===== config.mk =====
export PLATFORM = sky130hd
export DESIGN_NAME = lrob_outq
export DESIGN_NICKNAME = d
export VERILOG_FILES = /design/src/hdl/lrob_pkg.sv /design/src/hdl/lrob_outq.sv
export SDC_FILE = /design/constraint.sdc
export NUM_CORES = 1
export LEC_CHECK = 0
export ABC_AREA = 1
export BUFFER_PORTS_ARGS = -buffer_cell sky130_fd_sc_hd__buf_2
export CAP_MARGIN = 30
export CORE_MARGIN = 2
export CORE_UTILIZATION = 51
export DETAILED_ROUTE_END_ITERATION = 6
export GPL_ROUTABILITY_DRIVEN = 1
export PLACE_DENSITY = 0.84
export SYNTH_ARGS = -nofsm -noshare
export SYNTH_HDL_FRONTEND = slang
export SYNTH_SLANG_ARGS = --single-unit

===== constraint.sdc =====
create_clock -name i_clk -period 3.52 [get_ports i_clk]
set_input_delay 0.352 -clock i_clk [delete_from_list [all_inputs] [get_ports i_clk]]
set_output_delay 0.352 -clock i_clk [all_outputs]
set_load 0.005 [all_outputs]

===== src/hdl/lrob_pkg.sv =====
// Shared types and codes of the byte log ring.
`timescale 1ns / 1ps
`default_nettype none

package lrob_pkg;

    // Item kind carried in the slave tuser.
    localparam logic KIND_WRITE = 1'b0;
    localparam logic KIND_READ  = 1'b1;

    // Field widths fixed by the stream format.
    localparam int BYTE_W  = 8;
    localparam int INDEX_W = 32;
    localparam int COUNT_W = 7;

    // One result item as it travels toward the master side.
    typedef struct packed {
        logic [BYTE_W-1:0]  out_byte;
        logic               byte_valid;
        logic               is_last;
        logic [INDEX_W-1:0] next_index;
        logic [COUNT_W-1:0] returned_count;
    } t_res;

    // Occupancy status of the output queue.
    typedef struct packed {
        logic [1:0] cnt;
        logic       pop;
    } t_qstat;

endpackage

`default_nettype wire


===== src/hdl/lrob_outq.sv =====
// Two-entry result queue that drives the master stream.
`timescale 1ns / 1ps
`default_nettype none

module lrob_outq
    import lrob_pkg::*;
(
    input  wire logic   i_clk,
    input  wire logic   i_rst_n,
    input  wire logic   i_push,
    input  wire t_res   i_res,
    output t_qstat      o_stat,
    output logic        o_valid,
    input  wire logic   i_ready,
    output t_res        o_res
);

    t_res       r_ent [2];
    logic       r_wr;
    logic       r_rd;
    logic [1:0] r_cnt;
    logic       w_pop;

    assign w_pop      = o_valid && i_ready;
    assign o_valid    = (r_cnt != 2'd0);
    assign o_res      = r_ent[r_rd];
    assign o_stat.cnt = r_cnt;
    assign o_stat.pop = w_pop;

    // Entry payload needs no reset.
    always_ff @(posedge i_clk) begin
        if (i_push) begin
            r_ent[r_wr] <= i_res;
        end
    end

    // Pointers and fill level.
    always_ff @(posedge i_clk) begin
        if (!i_rst_n) begin
            r_wr  <= 1'b0;
            r_rd  <= 1'b0;
            r_cnt <= 2'd0;
        end else begin
            if (i_push) begin
                r_wr <= ~r_wr;
            end
            if (w_pop) begin
                r_rd <= ~r_rd;
            end
            r_cnt <= r_cnt + {1'b0, i_push} - {1'b0, w_pop};
        end
    end

endmodule

`default_nettype wire


### Yosys cells after proc, flatten, opt, wreduce, memory -nomap -nowiden

Memory sizes are Yosys's and may differ from the RTL's. A register that Yosys moved wholly into a read port is not among the register bits.
Index checks and enable logic that the tools add are counted.

| word-level totals | value |
|---|---|
| memories | 1 |
| word-level logic and storage cells | 14 |
| input port bits | 53 |
| register bits after elaboration | 4 |
| bits in writable memories | 98 |
| output and inout port bits | 53 |

Memory list:

| name | depth | bits a word | rd ports | clocked after Yosys merged registers in | wr ports | RTL line | RTL |
|---|---|---|---|---|---|---|---|
| r_ent | 2 | 49 | 1 | 1 | 1 | lrob_outq.sv:18 | `t_res r_ent [2];` |

| cells by class | value |
|---|---|
| add/subtract/negate cells | 2 |
| muxes and demuxes | 4 |
| bitwise logic cells | 2 |
| reduce and logical (&&, ||, !) cells | 2 |

Operators by type and width:

| cell | count |
|---|---|
| two-way mux 1 bit | 4 |
| adder 2 x 1 -> 2 bit | 1 |
| NOT 1 bit | 2 |
| nonzero test 2 bit | 1 |
| subtractor 2 x 1 -> 2 bit | 1 |
| logical AND 1 bit | 1 |

### Logic depth before layout (Yosys ltp)

| depth | value |
|---|---|
| word-level depth | 4 |
| depth in mapped cells | 10 |

### Worst setup path before layout

No wires, ideal clock.

| timing | value |
|---|---|
| kind | input to register |
| from | input port i_push |
| to | memory r_ent[0][0] in the netlist's numbering (enable) |
| data arrival time | 2.450 ns |
| data required time | 3.063 ns |
| cell stages on the path | 2 |
| slack | 0.613 ns |
| buffers on the path | 0 |
| library setup time | 0.457 ns |
| cells stage by stage | inv_1 > nor2_1 |

| on the way | value |
|---|---|
| cells in the longest elaborated chain, start to end | 2 |

Ends and longest elaborated chain:

| what | RTL line | RTL |
|---|---|---|
| from (decl) | lrob_outq.sv:10 | `input wire logic i_push,` |
| two-way mux 1 bit | lrob_outq.sv:32 | `if (i_push) begin` |
| two-way mux 1 bit (not written as such) | lrob_outq.sv:33 | `r_ent[r_wr] <= i_res;` |
| to (decl) | lrob_outq.sv:18 |  |

Every way passes these cells.

==> out/results.ini <==
[outcome]
outcome = complete, no violations

[synthesis]
ys_seq_area_frac = 0.7961
synth_area_leader_cell = edfxtp_1
synth_top_cell_area_share = 0.7699
synth_nets = 243
syn_avg_cell_area_um2 = 20.33
yosys_warnings = 0
synthCells = 188
synth.distinct_cells = 13
syn_area_mm2 = 0.003822
ys_seq_elements = 103
synth.area.top_cells = edfxtp_1, mux2_2, mux2_4

[timing]
fin_tns_setup_ps = 0
hold_viol = 0
tightest_slew_ps = 541.2
clock_skew_ps = 10.25
fin_crit_sh = 0.6757
finalSetupViolations = 0
max_freq_mhz = 420.4
finalCriticalPeriod_ps = 2378
drv_slew = 0
max_slew_margin = 0.6384
rsz0062_at_grt = no
holdWs_ps = 178.6

[floorplanning]
fp-row-count = 31
die_area_mm2 = 0.008204
die_x_um = 90.58
die_y_um = 90.58
coreArea_mm2 = 0.007253
io_pins = 106
start_util = 0.5270

[clock_network]
cts_setup_buffers = 0
clockRootBuffer = clkbuf_8
clock_sinks = 103
path_clk_slew_ps = 100
insertion_delay_ps = 350
cts_buffers = 9
h-tree-depth = 3
cts_tree = built
ctsResizeCount = 0
hold_buffers = 0
clockBufferDepth = 2

[worst_setup_path]
reg2regPathDepth = 2
crit_required_ps = 3170
worstSetupStartpointType = register
rr_startpoint = r_wr
rrSetupSlack_ps = 1860
cp.arrival_ps = 2030
endpoint_kind = output pin
r2r-end = r_ent[0][34]
worst-path-max-fanout = 30
worstSetupPathType = register to output pin

[layout]
seq_area_mm2 = 0.003044
nFillCells = 542
design_area_mm2 = 0.004641
multi_input_area_um2 = 700.7
final_cell_mix = buf_2, edfxtp_1, mux2_2
syn_to_final_growth_pct = 21.41
n_antenna_cell = 0
final_util = 0.6398
layout_commonest_cell = buf_2
drive_gt1_frac = 0.5752
nets = 356

[placed_design]
dpl_cell_area_mm2 = 0.004459
place_congestion = 0.7036
dp_hpwl_mm = 4.148
io_buffers = 105

[detailed_routing]
wl_per_cell_um = 15.33
drt-total-wl_mm = 6.209
drc = 0
drtIter0Drc = 119
num_vias = 1992
antenna_left = 0
dr.pass1.iters = 4
viasPerCell = 4.919

[worst_hold_path]
hold_depth = 1
holdCritPathClass = input pin to register
hold_start = i_res[17]
whs_endpoint = r_ent[1][17]

[global_routing]
antenna_found_initial = 0
grt_usage = 0.1580
grt_overflow_total = 0
grt_max_degree = 33
grt_pass1_wl_mm = 9.860
grt_pass1_vias = 2053

[power]
p_leak_nw = 1.805
irDropWorstVdd_mv = 0.4041
power_density_mw_per_mm2 = 572.4

[flow_run]
drv_cap = 0

## how the worst max path moves through the flow
stage | start | end | slack [ps] | cells past startpoint
after CTS | register | o_res[7] | 1090 | 3
after global placement | register | o_res[5] | 1520 | 3
after global routing | register | o_res[6] | 1000 | 3
final | register | o_res[7] | 1140 | 3
after floorplan | i_push | r_ent[0][0] | 610 | 2
after detailed placement | register | o_res[7] | 1500 | 3
## metal layers
| metal | vias up | routed length (um) | GRT usage | share of wire |
|---|---|---|---|---|
| met5 | - | 0 | 0 | 0 |
| met4 | 0 | 66 | 0.06410 | 0.011 |
| met3 | 7 | 483 | 0.04341 | 0.078 |
| met2 | 76 | 3038 | 0.2631 | 0.49 |
| met1 | 971 | 2621 | 0.1964 | 0.42 |
| li1 | 938 | - | - | - |
## through the flow
stage                     power [mW]  setup slack [ps]  instances
after floorplan                1.838             612.8        188
after global placement         2.015              1520        388
after detailed placement       2.031              1499        389
after CTS                      2.690              1094        405
after global routing           2.792             997.1        405
final                          2.656              1142        405
## sequential cells by signal (all words and copies together) (netlist names), named ones only
signal	cells
r_ent	98
r_wr	1
r_cnt	2
r_rd	1
## power by group
group	switching (mW)	total [mW]	leakage, nW	internal, mW
combinational	0.228	0.517	0.751	0.289
sequential	0.0505	1.48	0.962	1.43
clock	0.381	0.661	0.0930	0.280
## worst max-delay path, stage by stage, from the launching register on
cell and delay, ps:
dfxtp_2 640, buf_4 500, mux2_2 400, buf_2 130
## final cells by class
cell class,instances,area share
multi-input combinational,71,0.1510
tap,99,0.02669
timing repair buffer,108,0.1208
clock buffer,10,0.02966
inverter,8,0.006471
clock inverter,6,0.009437
sequential,103,0.6560
## logic make-up (layout without fill, tap and decap cells)
| group | after synthesis | count (layout) | synth area share |
|---|---|---|---|
| flops | 103 | 103 | 0.7961 |
| mux | 49 | 49 | 0.1542 |
| simple gates | 19 | 19 | 0.01931 |
| buf+inv | 14 | 132 | 0.02259 |
| fa+ha+maj | 2 | 2 | 0.006546 |
| compound gates | 1 | 1 | 0.001308 |
## cell usage after synthesis, drive strengths merged
master	instances
a21oi	1
buf	6
dfxtp	5
edfxtp	98
ha	2
inv	8
mux2	49
nand2	8
nand3	2
nor2	9
(Power assumes the default switching activity.)
