`src/hdl/lrob_pkg.sv`:
```
// Shared types and codes of the byte log ring.
`timescale 1ns / 1ps
`default_nettype none

package lrob_pkg;

    // Item kind carried in the slave tuser.
    localparam logic KIND_WRITE = 1'b0;
    localparam logic KIND_READ  = 1'b1;

    // Field widths fixed by the stream format.
    localparam int BYTE_W  = 8;
    localparam int INDEX_W = 32;
    localparam int COUNT_W = 7;

    // One result item as it travels toward the master side.
    typedef struct packed {
        logic [BYTE_W-1:0]  out_byte;
        logic               byte_valid;
        logic               is_last;
        logic [INDEX_W-1:0] next_index;
        logic [COUNT_W-1:0] returned_count;
    } t_res;

    // Occupancy status of the output queue.
    typedef struct packed {
        logic [1:0] cnt;
        logic       pop;
    } t_qstat;

endpackage

`default_nettype wire

```
`src/hdl/lrob_ctrl.sv`:
```
// Counter state, read sequencer and ring memory port control.
`timescale 1ns / 1ps
`default_nettype none

module lrob_ctrl
    import lrob_pkg::*;
#(
    parameter int RING_DEPTH = 16384,
    parameter int MAX_READ   = 64
) (
    input  wire logic                          i_clk,
    input  wire logic                          i_rst_n,
    input  wire logic                          i_in_valid,
    output logic                               o_in_ready,
    input  wire logic                          i_kind,
    input  wire logic [BYTE_W-1:0]             i_data_byte,
    input  wire logic [INDEX_W-1:0]            i_start_index,
    input  wire logic                          i_resume,
    input  wire logic                          i_clear,
    input  wire logic [COUNT_W-1:0]            i_max_count,
    output logic                               o_ram_we,
    output logic [$clog2(RING_DEPTH)-1:0]      o_ram_waddr,
    output logic [BYTE_W-1:0]                  o_ram_wdata,
    output logic                               o_ram_re,
    output logic [$clog2(RING_DEPTH)-1:0]      o_ram_raddr,
    input  wire logic [BYTE_W-1:0]             i_ram_rdata,
    input  wire t_qstat                        i_qstat,
    output logic                               o_push,
    output t_res                               o_res
);

    localparam int               AW      = $clog2(RING_DEPTH);
    localparam logic [INDEX_W-1:0] DEPTH_W = INDEX_W'(RING_DEPTH);
    localparam logic [COUNT_W-1:0] MAX_W   = COUNT_W'(MAX_READ);

    typedef enum logic [3:0] {
        ST_IDLE  = 4'b0001,
        ST_START = 4'b0010,
        ST_SIZE  = 4'b0100,
        ST_RUN   = 4'b1000
    } t_state;

    t_state             r_state, n_state;
    logic [INDEX_W-1:0] r_prod, n_prod;
    logic [INDEX_W-1:0] r_cons, n_cons;
    logic [INDEX_W-1:0] r_cur, n_cur;
    logic [INDEX_W-1:0] r_sidx, n_sidx;
    logic [INDEX_W-1:0] r_avail, n_avail;
    logic [INDEX_W-1:0] r_next, n_next;
    logic               r_resume, n_resume;
    logic               r_clr, n_clr;
    logic [COUNT_W-1:0] r_lim, n_lim;
    logic [COUNT_W-1:0] r_cnt, n_cnt;
    logic [COUNT_W-1:0] r_left, n_left;
    logic               r_inf_vld, n_inf_vld;
    t_res               r_inf, n_inf;

    logic               w_wr_acc;
    logic               w_rd_acc;
    logic [INDEX_W-1:0] w_prod_inc;
    logic               w_in_span;
    logic [2:0]         w_occ;
    logic               w_room;
    logic [INDEX_W-1:0] w_behind;
    logic [COUNT_W-1:0] w_take_sz;

    assign o_in_ready = (r_state == ST_IDLE);
    assign w_wr_acc   = i_in_valid && o_in_ready && (i_kind == KIND_WRITE);
    assign w_rd_acc   = i_in_valid && o_in_ready && (i_kind == KIND_READ);
    assign w_prod_inc = r_prod + 32'd1;
    assign w_behind   = r_prod - r_next;

    // Resume index must lie in (consumer, producer] with 32-bit wrap.
    always_comb begin
        if (r_cons <= r_prod) begin
            w_in_span = (r_cons < r_sidx) && (r_sidx <= r_prod);
        end else begin
            w_in_span = (r_cons < r_sidx) || (r_sidx <= r_prod);
        end
    end

    // Room in the output queue counts the read already in flight.
    assign w_occ  = {1'b0, i_qstat.cnt} + {2'b00, r_inf_vld} - {2'b00, i_qstat.pop};
    assign w_room = (w_occ < 3'd2);

    // Ring write port: one byte per write transfer.
    assign o_ram_we    = w_wr_acc;
    assign o_ram_waddr = r_prod[AW-1:0];
    assign o_ram_wdata = i_data_byte;

    // The in-flight result is pushed into the queue in the cycle after its read.
    assign o_push = r_inf_vld;
    always_comb begin
        o_res          = r_inf;
        o_res.out_byte = r_inf.byte_valid ? i_ram_rdata : '0;
    end

    // Next-state logic.
    always_comb begin
        n_state   = r_state;
        n_prod    = r_prod;
        n_cons    = r_cons;
        n_cur     = r_cur;
        n_sidx    = r_sidx;
        n_avail   = r_avail;
        n_next    = r_next;
        n_resume  = r_resume;
        n_clr     = r_clr;
        n_lim     = r_lim;
        n_cnt     = r_cnt;
        n_left    = r_left;
        n_inf_vld = 1'b0;
        n_inf     = r_inf;
        o_ram_re    = 1'b0;
        o_ram_raddr = r_cur[AW-1:0];

        case (r_state)
            ST_IDLE: begin
                if (w_wr_acc) begin
                    n_prod = w_prod_inc;
                    if ((w_prod_inc - r_cons) > DEPTH_W) begin
                        n_cons = w_prod_inc - DEPTH_W;
                    end
                end
                if (w_rd_acc) begin
                    n_sidx   = i_start_index;
                    n_resume = i_resume;
                    n_clr    = i_clear;
                    n_lim    = (i_max_count > MAX_W) ? MAX_W : i_max_count;
                    n_state  = ST_START;
                end
            end
            ST_START: begin
                n_cur   = (r_resume && w_in_span) ? r_sidx : r_cons;
                n_state = ST_SIZE;
            end
            ST_SIZE: begin
                n_avail = r_prod - r_cur;
                n_state = ST_RUN;
                // Byte count and next index are registered from this span.
            end
            ST_RUN: begin
                // Clear happens once, on the first cycle of the run.
                if (r_clr) begin
                    n_clr  = 1'b0;
                    n_cons = (w_behind > DEPTH_W) ? (r_prod - DEPTH_W) : r_next;
                end
                if (w_room) begin
                    n_inf_vld            = 1'b1;
                    n_inf.next_index     = r_next;
                    n_inf.returned_count = r_cnt;
                    n_inf.out_byte       = '0;
                    if (r_left == '0) begin
                        // Empty read gives one marker result.
                        n_inf.byte_valid = 1'b0;
                        n_inf.is_last    = 1'b1;
                        n_state          = ST_IDLE;
                    end else begin
                        o_ram_re         = 1'b1;
                        n_inf.byte_valid = 1'b1;
                        n_inf.is_last    = (r_left == COUNT_W'(1));
                        n_cur            = r_cur + 32'd1;
                        n_left           = r_left - COUNT_W'(1);
                        if (r_left == COUNT_W'(1)) begin
                            n_state = ST_IDLE;
                        end
                    end
                end
            end
            default: begin
                n_state = ST_IDLE;
            end
        endcase
    end

    // Byte count of the read, taken from the span sized in the size state.
    assign w_take_sz = (n_avail < {{(INDEX_W-COUNT_W){1'b0}}, r_lim}) ?
                       n_avail[COUNT_W-1:0] : r_lim;

    // Control registers.
    always_ff @(posedge i_clk) begin
        if (!i_rst_n) begin
            r_state   <= ST_IDLE;
            r_prod    <= '0;
            r_cons    <= '0;
            r_clr     <= 1'b0;
            r_inf_vld <= 1'b0;
            r_left    <= '0;
        end else begin
            r_state   <= n_state;
            r_prod    <= n_prod;
            r_cons    <= n_cons;
            r_clr     <= n_clr;
            r_inf_vld <= n_inf_vld;
            r_left    <= (r_state == ST_SIZE) ? w_take_sz : n_left;
        end
    end

    // Payload registers.
    always_ff @(posedge i_clk) begin
        r_cur    <= n_cur;
        r_sidx   <= n_sidx;
        r_avail  <= n_avail;
        r_resume <= n_resume;
        r_lim    <= n_lim;
        r_inf    <= n_inf;
        if (r_state == ST_SIZE) begin
            r_cnt  <= w_take_sz;
            r_next <= r_cur + {{(INDEX_W-COUNT_W){1'b0}}, w_take_sz};
        end else begin
            r_cnt  <= n_cnt;
            r_next <= n_next;
        end
    end

    // Unread span never grows past the ring.
    a_span_bounded: assert property (@(posedge i_clk) disable iff (!i_rst_n)
        (r_prod - r_cons) <= DEPTH_W)
        else $error("unread span exceeds ring depth");

    // No result is pushed into a full queue.
    a_queue_room: assert property (@(posedge i_clk) disable iff (!i_rst_n)
        o_push |-> !((i_qstat.cnt == 2'd2) && !i_qstat.pop))
        else $error("result pushed into full queue");

    // A write transfer advances the producer by one.
    a_prod_step: assert property (@(posedge i_clk) disable iff (!i_rst_n)
        w_wr_acc |=> (r_prod == $past(w_prod_inc)))
        else $error("producer did not advance on write");

    // Remaining byte count stays within the read cap.
    a_left_cap: assert property (@(posedge i_clk) disable iff (!i_rst_n)
        (r_state == ST_RUN) |-> (r_left <= MAX_W))
        else $error("read length above cap");

endmodule

`default_nettype wire
```
`config.mk`:
```
export PLATFORM = sky130hd
export DESIGN_NAME = lrob_ctrl
export DESIGN_NICKNAME = d
export VERILOG_FILES = /design/src/hdl/lrob_pkg.sv /design/src/hdl/lrob_ctrl.sv
export SDC_FILE = /design/constraint.sdc
export NUM_CORES = 1
export LEC_CHECK = 0
export ABC_AREA = 1
export BUFFER_PORTS_ARGS = -buffer_cell sky130_fd_sc_hd__buf_2
export CORE_UTILIZATION = 59
export CTS_BUF_LIST = sky130_fd_sc_hd__clkbuf_2
export DETAILED_ROUTE_END_ITERATION = 8
export GPL_ROUTABILITY_DRIVEN = 0
export PLACE_DENSITY = 0.78
export SETUP_SLACK_MARGIN = 0.5
export SLEW_MARGIN = 10
export SYNTH_ARGS = -nofsm -noshare
export SYNTH_HDL_FRONTEND = slang
export SYNTH_SLANG_ARGS = --single-unit
export TNS_END_PERCENT = 50
```
`constraint.sdc`:
```
create_clock -name i_clk -period 13.2 [get_ports i_clk]
set_clock_uncertainty 0.1 [all_clocks]
set_input_delay 0.66 -clock i_clk [delete_from_list [all_inputs] [get_ports i_clk]]
set_output_delay 0.66 -clock i_clk [all_outputs]
set_load 0.05 [all_outputs]
```
# After elaboration in Yosys (flattened, before gate mapping)
# Cells that the tools add are included.
[word_totals]
ff_bits = 261
output_inout_bits = 89
[op_classes]
addsub = 11
reduce_logical = 20
n_eq_ne = 13
order_cmp = 8
bitwise_logic = 1
mux = 29
[op_table]
columns = ["operator", "n"]
rows = [
  ["32-bit two-way mux", 8],
  ["32-bit one-hot mux with 2 select lines", 2],
  ["32-bit subtractor", 3],
  ["32-bit by 1-bit adder with 32-bit output, second input constant", 2],
  ["32-bit by 15-bit greater-than comparator with 1-bit output, second input constant", 2],
  ["32-bit <= comparator", 2],
  ["32-bit by 15-bit subtractor with 32-bit output, second input constant", 2],
  ["7-bit two-way mux", 5],
  ["32-bit by 7-bit adder with 32-bit output", 1],
  ["32-bit less-than comparator", 1],
  ["32-bit by 7-bit less-than comparator with 1-bit output", 1],
  ["4-bit two-way mux", 4],
  ["4-bit one-hot mux with 4 select lines", 1],
  ["2-bit AND reduction", 5],
  ["3-bit AND reduction", 3],
  ["8-bit two-way mux", 1],
  ["2-bit by 1-bit inequality test with 1-bit output, second input constant", 4],
  ["2-bit nonzero test", 4],
  ["7-bit by 1-bit equality test with 1-bit output, second input constant", 1],
  ["7-bit greater-than comparator, second input constant", 1],
  ["7-bit zero test", 1],
  ["7-bit by 1-bit subtractor with 7-bit output, second input constant", 1],
  ["1-bit two-way mux", 6],
  ["2-bit inequality test, second input constant", 3],
  ["14 further kinds", 18],
]

# Depth between registers and ports, before layout
[logic_depth]
ltp_word = 6
ltp_mapped = 38
depth_no_buf = 38

# Least setup slack after synthesis
# OpenSTA, ideal clock, no wires.
[synth_path]
kind = "register -> register"
start = "reg r_state[2]"
end = "reg r_next[28], in the netlist n_next[28] (data pin)"
period_less_slack_ns = 6.068
slack_ns = 7.132
stages_incl_launch_ff = 30
t_arrival_ns = 5.707
setup_time_ns = 0.260
path_buffers = 3
t_required_ns = 12.840
cell_sequence = "dfxtp_1 nand3_1 inv_2 buf_2 buf_2 buf_1 a21oi_1 ha_1 inv_1 o211ai_1 inv_1 nand2_1 nor2_4 nand4_1 nand2_1 ha_1 inv_1 fa_1 o21ai_1 a21oi_1 o21bai_1 nand2_1 a21oi_1 nand3_1 nor2_2 nand2_2 nor2_2 nand2_1 nor2_1 xor2_1"
[synth_via]
elab_chain_len = 5
[synth_lines]
columns = ["element", "line", "text"]
rows = [
  ["start: declaration", "lrob_ctrl.sv:43", "t_state r_state, n_state;"],
  ["start signal: assignment", "lrob_ctrl.sv:190", "r_state <= n_state;"],
  ["4-bit by 3-bit equality test with 1-bit output", "lrob_ctrl.sv:117", "case (r_state)"],
  ["32-bit two-way mux", "lrob_ctrl.sv:117", ""],
  ["named net n_avail[6]", "lrob_ctrl.sv:48", "logic [INDEX_W-1:0] r_avail, n_avail;"],
  ["32-bit by 7-bit less-than comparator with 1-bit output", "lrob_ctrl.sv:177", "assign w_take_sz = (n_avail < {{(INDEX_W-COUNT_W){1'b0}}, r_lim}) ?"],
  ["7-bit two-way mux", "lrob_ctrl.sv:177", ""],
  ["named net w_take_sz[0]", "lrob_ctrl.sv:65", "logic [COUNT_W-1:0] w_take_sz;"],
  ["32-bit by 7-bit adder with 32-bit output", "lrob_ctrl.sv:209", "r_next <= r_cur + {{(INDEX_W-COUNT_W){1'b0}}, w_take_sz};"],
  ["end signal: assignment", "lrob_ctrl.sv:209", ""],
  ["end signal: assignment", "lrob_ctrl.sv:212", "r_next <= n_next;"],
  ["end: declaration", "lrob_ctrl.sv:49", "logic [INDEX_W-1:0] r_next, n_next;"],
]
# The timed path passes the listed nets, and every way through them passes these cells.
# A chain may end at the register's enable or synchronous reset.

# Final worst setup path
[layout_path]
start = "reg r_prod[0]"
end = "reg r_next[28], in the netlist n_next[28] (data pin)"
[layout_via]
elab_chain_len = 5
[layout_lines]
columns = ["element", "line", "text"]
rows = [
  ["start: declaration", "lrob_ctrl.sv:44", "logic [INDEX_W-1:0] r_prod, n_prod;"],
  ["start signal: assignment", "lrob_ctrl.sv:191", "r_prod <= n_prod;"],
  ["32-bit subtractor", "lrob_ctrl.sv:138", "n_avail = r_prod - r_cur;"],
  ["32-bit two-way mux", "lrob_ctrl.sv:117", ""],
  ["named net n_avail[6]", "lrob_ctrl.sv:48", ""],
  ["32-bit by 7-bit less-than comparator with 1-bit output", "lrob_ctrl.sv:177", ""],
  ["7-bit two-way mux", "lrob_ctrl.sv:177", ""],
  ["named net w_take_sz[0]", "lrob_ctrl.sv:65", ""],
  ["32-bit by 7-bit adder with 32-bit output", "lrob_ctrl.sv:209", ""],
]
# The timed path passes the listed nets, and every way through them passes these cells.

==> impl_results.md <==
- Multi-input logic area: 0.0138 mm^2
- Maximum VDD drop: 0.0747 mV
- WP depth: 35
- Via count: 24,000
- Num ports: 153
- Critical path startpoint category: register
- Clk pin slew, worst setup/hold paths: 0.11 ns
- DIE AREA: 0.0406 mm^2
- Slew margin rel.: 26.1%
- Crit path max fanout: 8
- Gr usage total: 37.1%
- Post-synth EDFFs: 152
- Pwr dens: 100 mW/mm^2
- Fin crit share: 48.2%
- CP max stage delay: 0.41 ns
- Synthesis-stage register bit count: 261
- HPWL after DPL: 60,000 um
- Largest net degree at the start of global routing: 85
- Fillers: 3,692
- Nature of the critical path endpoint: register
- Syn Nets: 3,856
- Final Setup Violations: 0
- Vias/cell: 5.57
- Post-CTS setup buffer count: 0
- Hold path depth: 4
- FP Rows: 72
- IO Port Bufs: 136
- Iter 0 DRT Violations: 2,690
- Hold-fix buffers at CTS: 45
- Area growth syn-to-layout: 8.65%
- Core Area: 0.0389 mm^2
- RSZ-0062 raised after global routing: no
- Worst path buffer plus inverter count: 6
- CTS sink cnt: 261
- Delay-heaviest family, CP: simple AND/OR/NAND/NOR gates
- Detailed Routing Iterations Pass 1: 6
- Syn avg cell area: 6.57 um^2
- Beginning of the critical path: r_prod[0]$_SDFFE_PN0P_
- Starting Density: 60.3%
- Height of the chip: 202 um
- Worst endpoint required time: 13.81 ns
- Slew Limit Fails: 0
- Top-area cell type share of the netlist area: 19.4%
- CP Class: reg2reg
- Max-Cap Viols: 0
- Synth Instances: 3,577
- Worst R2R End: n_next[28]$_DFFE_PP_
- Yosys Warn Count: 0
- Fmax: 0.157 GHz
- CP max-delay cell: fa_1
- Hold Crit Class: in2reg
- Initial antenna violation count: 1
- Setup TNS: 0 ns
- Routed Antenna Nets: 0
- First-pass GRT wire length: 117,000 um
- Min Tclk post-route: 6.37 ns
- TritonCTS clock tree: built
- Distinct cells, synth: 55
- Per-cell routed wire length: 17.6 um
- Die Wd: 202 um
- Top cell by count, worst path: nand2_1
- Status: finished clean
- Post-CTS Resized: 0
- Final wirelength: 76,100 um
- Commonest non-fill, non-tap cell in the layout: nand2_1
- Leading area contributor after synthesis: edfxtp_1
- Ys async rst share: 0%
- Residual DRC count: 0
- Root Buffer: clkbuf_2
- Most used DFF post-synth: edfxtp_1
- Pleak: 0.0137 uW
- Seq/Total Area, Yosys: 28.7%
- R2r startpoint: r_prod[0]$_SDFFE_PN0P_
- Hold Vio Cnt, Final: 0
- Commonest non-fill, non-tap cells in the layout: nand2_1 (1,036), inv_1 (591), nor2_1 (328), nand3_1 (283), ha_1 (210)
- Vias in the first global route: 21,700
- CP endpoint: n_next[28]$_DFFE_PP_
- CTS H-tree depth: 3
- Synthesized area: 0.0235 mm^2
- Final Util: 65.6%
- TritonCTS buffer count: 71
- Layout Nets: 4,020
- Critical Path AT: 6.98 ns
- Worst Reg-to-Reg Cells: 35
- Least-Margin Pin Slew: 1.11 ns
- GR Overflow Total: 0
- R2r setup slk: 6.83 ns
- Largest cells by area after synthesis: edfxtp_1 (19%), nand2_1 (17%), ha_1 (11%), inv_1 (9.4%), dfxtp_1 (9.3%)
- Clock buffer depth: 3
- FF+latch area: 0.00675 mm^2
- Clk_lat worst skew: 1.02 ns
- Share of layout cells above drive strength 1: 9.85%
kinds of logic (layout without fill, tap and decap cells):
logic type	Yosys count	count (layout)	synth area share [%]
and+or+nand+nor	1869	1869	34.3
DFF	261	261	28.7
AOI/OAI and AO/OA	406	406	9.13
other	0	1	0
buffers and inverters	730	950	12.6
xor gates and xnor gates	96	96	3.68
adders and majority gates	215	215	11.6
layer usage:
metal	wire length, um	vias to the layer above	track usage (%)
met4	4930	0	23.0
met1	29900	10600	49.0
met2	31200	1350	54.9
li1	-	11800	-
met3	10000	246	8.62
met5	0	-	0
power breakdown:
| part | leakage [uW] | switching (uW) | internal, uW |
|---|---|---|---|
| clock | 0.000540 | 365 | 293 |
| sequential | 0.00228 | 50.2 | 904 |
| combinational | 0.0109 | 646 | 303 |
| total | 0.0137 | 1060 | 1500 |
flip-flops by register name (all words and copies together), names as in the netlist:
signal    flops
n_cnt         7
n_next       32
o_push        1
o_res        41
r_avail      32
r_clr         1
r_cons       32
r_cur        32
r_left        7
r_lim         7
r_prod       32
r_resume      1
r_sidx       32
r_state       4
layout make-up:
class / count / share of cell area, %
inverter: 623 / 9.16
timing repair buffer: 198 / 4.93
tap: 518 / 2.54
clock buffer: 106 / 2.08
sequential: 261 / 26.4
clock inverter: 23 / 0.785
antenna: 1 / 0.00981
multi-input combinational: 2586 / 54.0
how the worst min path moves through the flow:
| stage | start | end | slack (ns) |
|---|---|---|---|
| finish | i_kind | r_prod[15]$_SDFFE_PN0P_ | 0.22 |
| global route | i_kind | r_prod[21]$_SDFFE_PN0P_ | 0.24 |
| CTS | i_rst_n | r_state[0]$_SDFFE_PN1P_ | 0.14 |
| detailed placement | n_cnt[6]$_DFFE_PP_ | o_res[6]$_DFFE_PP_ | 0.31 |
| global placement | n_cnt[6]$_DFFE_PP_ | o_res[6]$_DFFE_PP_ | 0.31 |
| floorplan | n_cnt[0]$_DFFE_PP_ | o_res[0]$_DFFE_PP_ | 0.30 |
worst min-delay path: stages:
cell,delay (ns)
buf_2,0.12
nor3_4,0.04
buf_4,0.26
a21oi_1,0.19
through the flow:
| step | cell area, um^2 | setup slack, ns | cells | hold slack (ns) | power [uW] |
|---|---|---|---|---|---|
| floorplan | 23500 | 7.13 | 3577 | 0.300 | 1630 |
| global placement | 24300 | 7.22 | 4141 | 0.307 | 1860 |
| detailed placement | 24300 | 7.04 | 4141 | 0.306 | 1870 |
| CTS | 25500 | 6.94 | 4315 | 0.138 | 2540 |
| global route | 25500 | 6.37 | 4316 | 0.236 | 2720 |
| finish | 25500 | 6.83 | 4316 | 0.220 | 2560 |
cell usage after synthesis (3+ instances only):
master / n
nand2_1: 1036
inv_1: 591
nor2_1: 329
nand3_1: 283
ha_1: 210
a21oi_1: 195
edfxtp_1: 152
o21ai_0: 128
dfxtp_1: 109
xor2_1: 82
nand4_1: 67
nor3_1: 47
o21ai_1: 41
buf_4: 38
clkbuf_1: 38
inv_2: 31
buf_2: 21
nand3b_1: 18
nor2_2: 16
nand2_2: 15
nor4_1: 11
xnor2_1: 11
nor2_4: 8
o21bai_1: 8
a211oi_1: 7
or2_2: 7
buf_6: 6
nor3_2: 6
a21oi_2: 5
fa_1: 5
nand3_2: 5
o211ai_1: 5
and2_1: 4
buf_1: 4
or2_0: 4
a21o_1: 3
a31oi_1: 3
nor3_4: 3
o21a_1: 3
xor2_2: 3
Note: power is estimated with default switching activity, not from simulation.
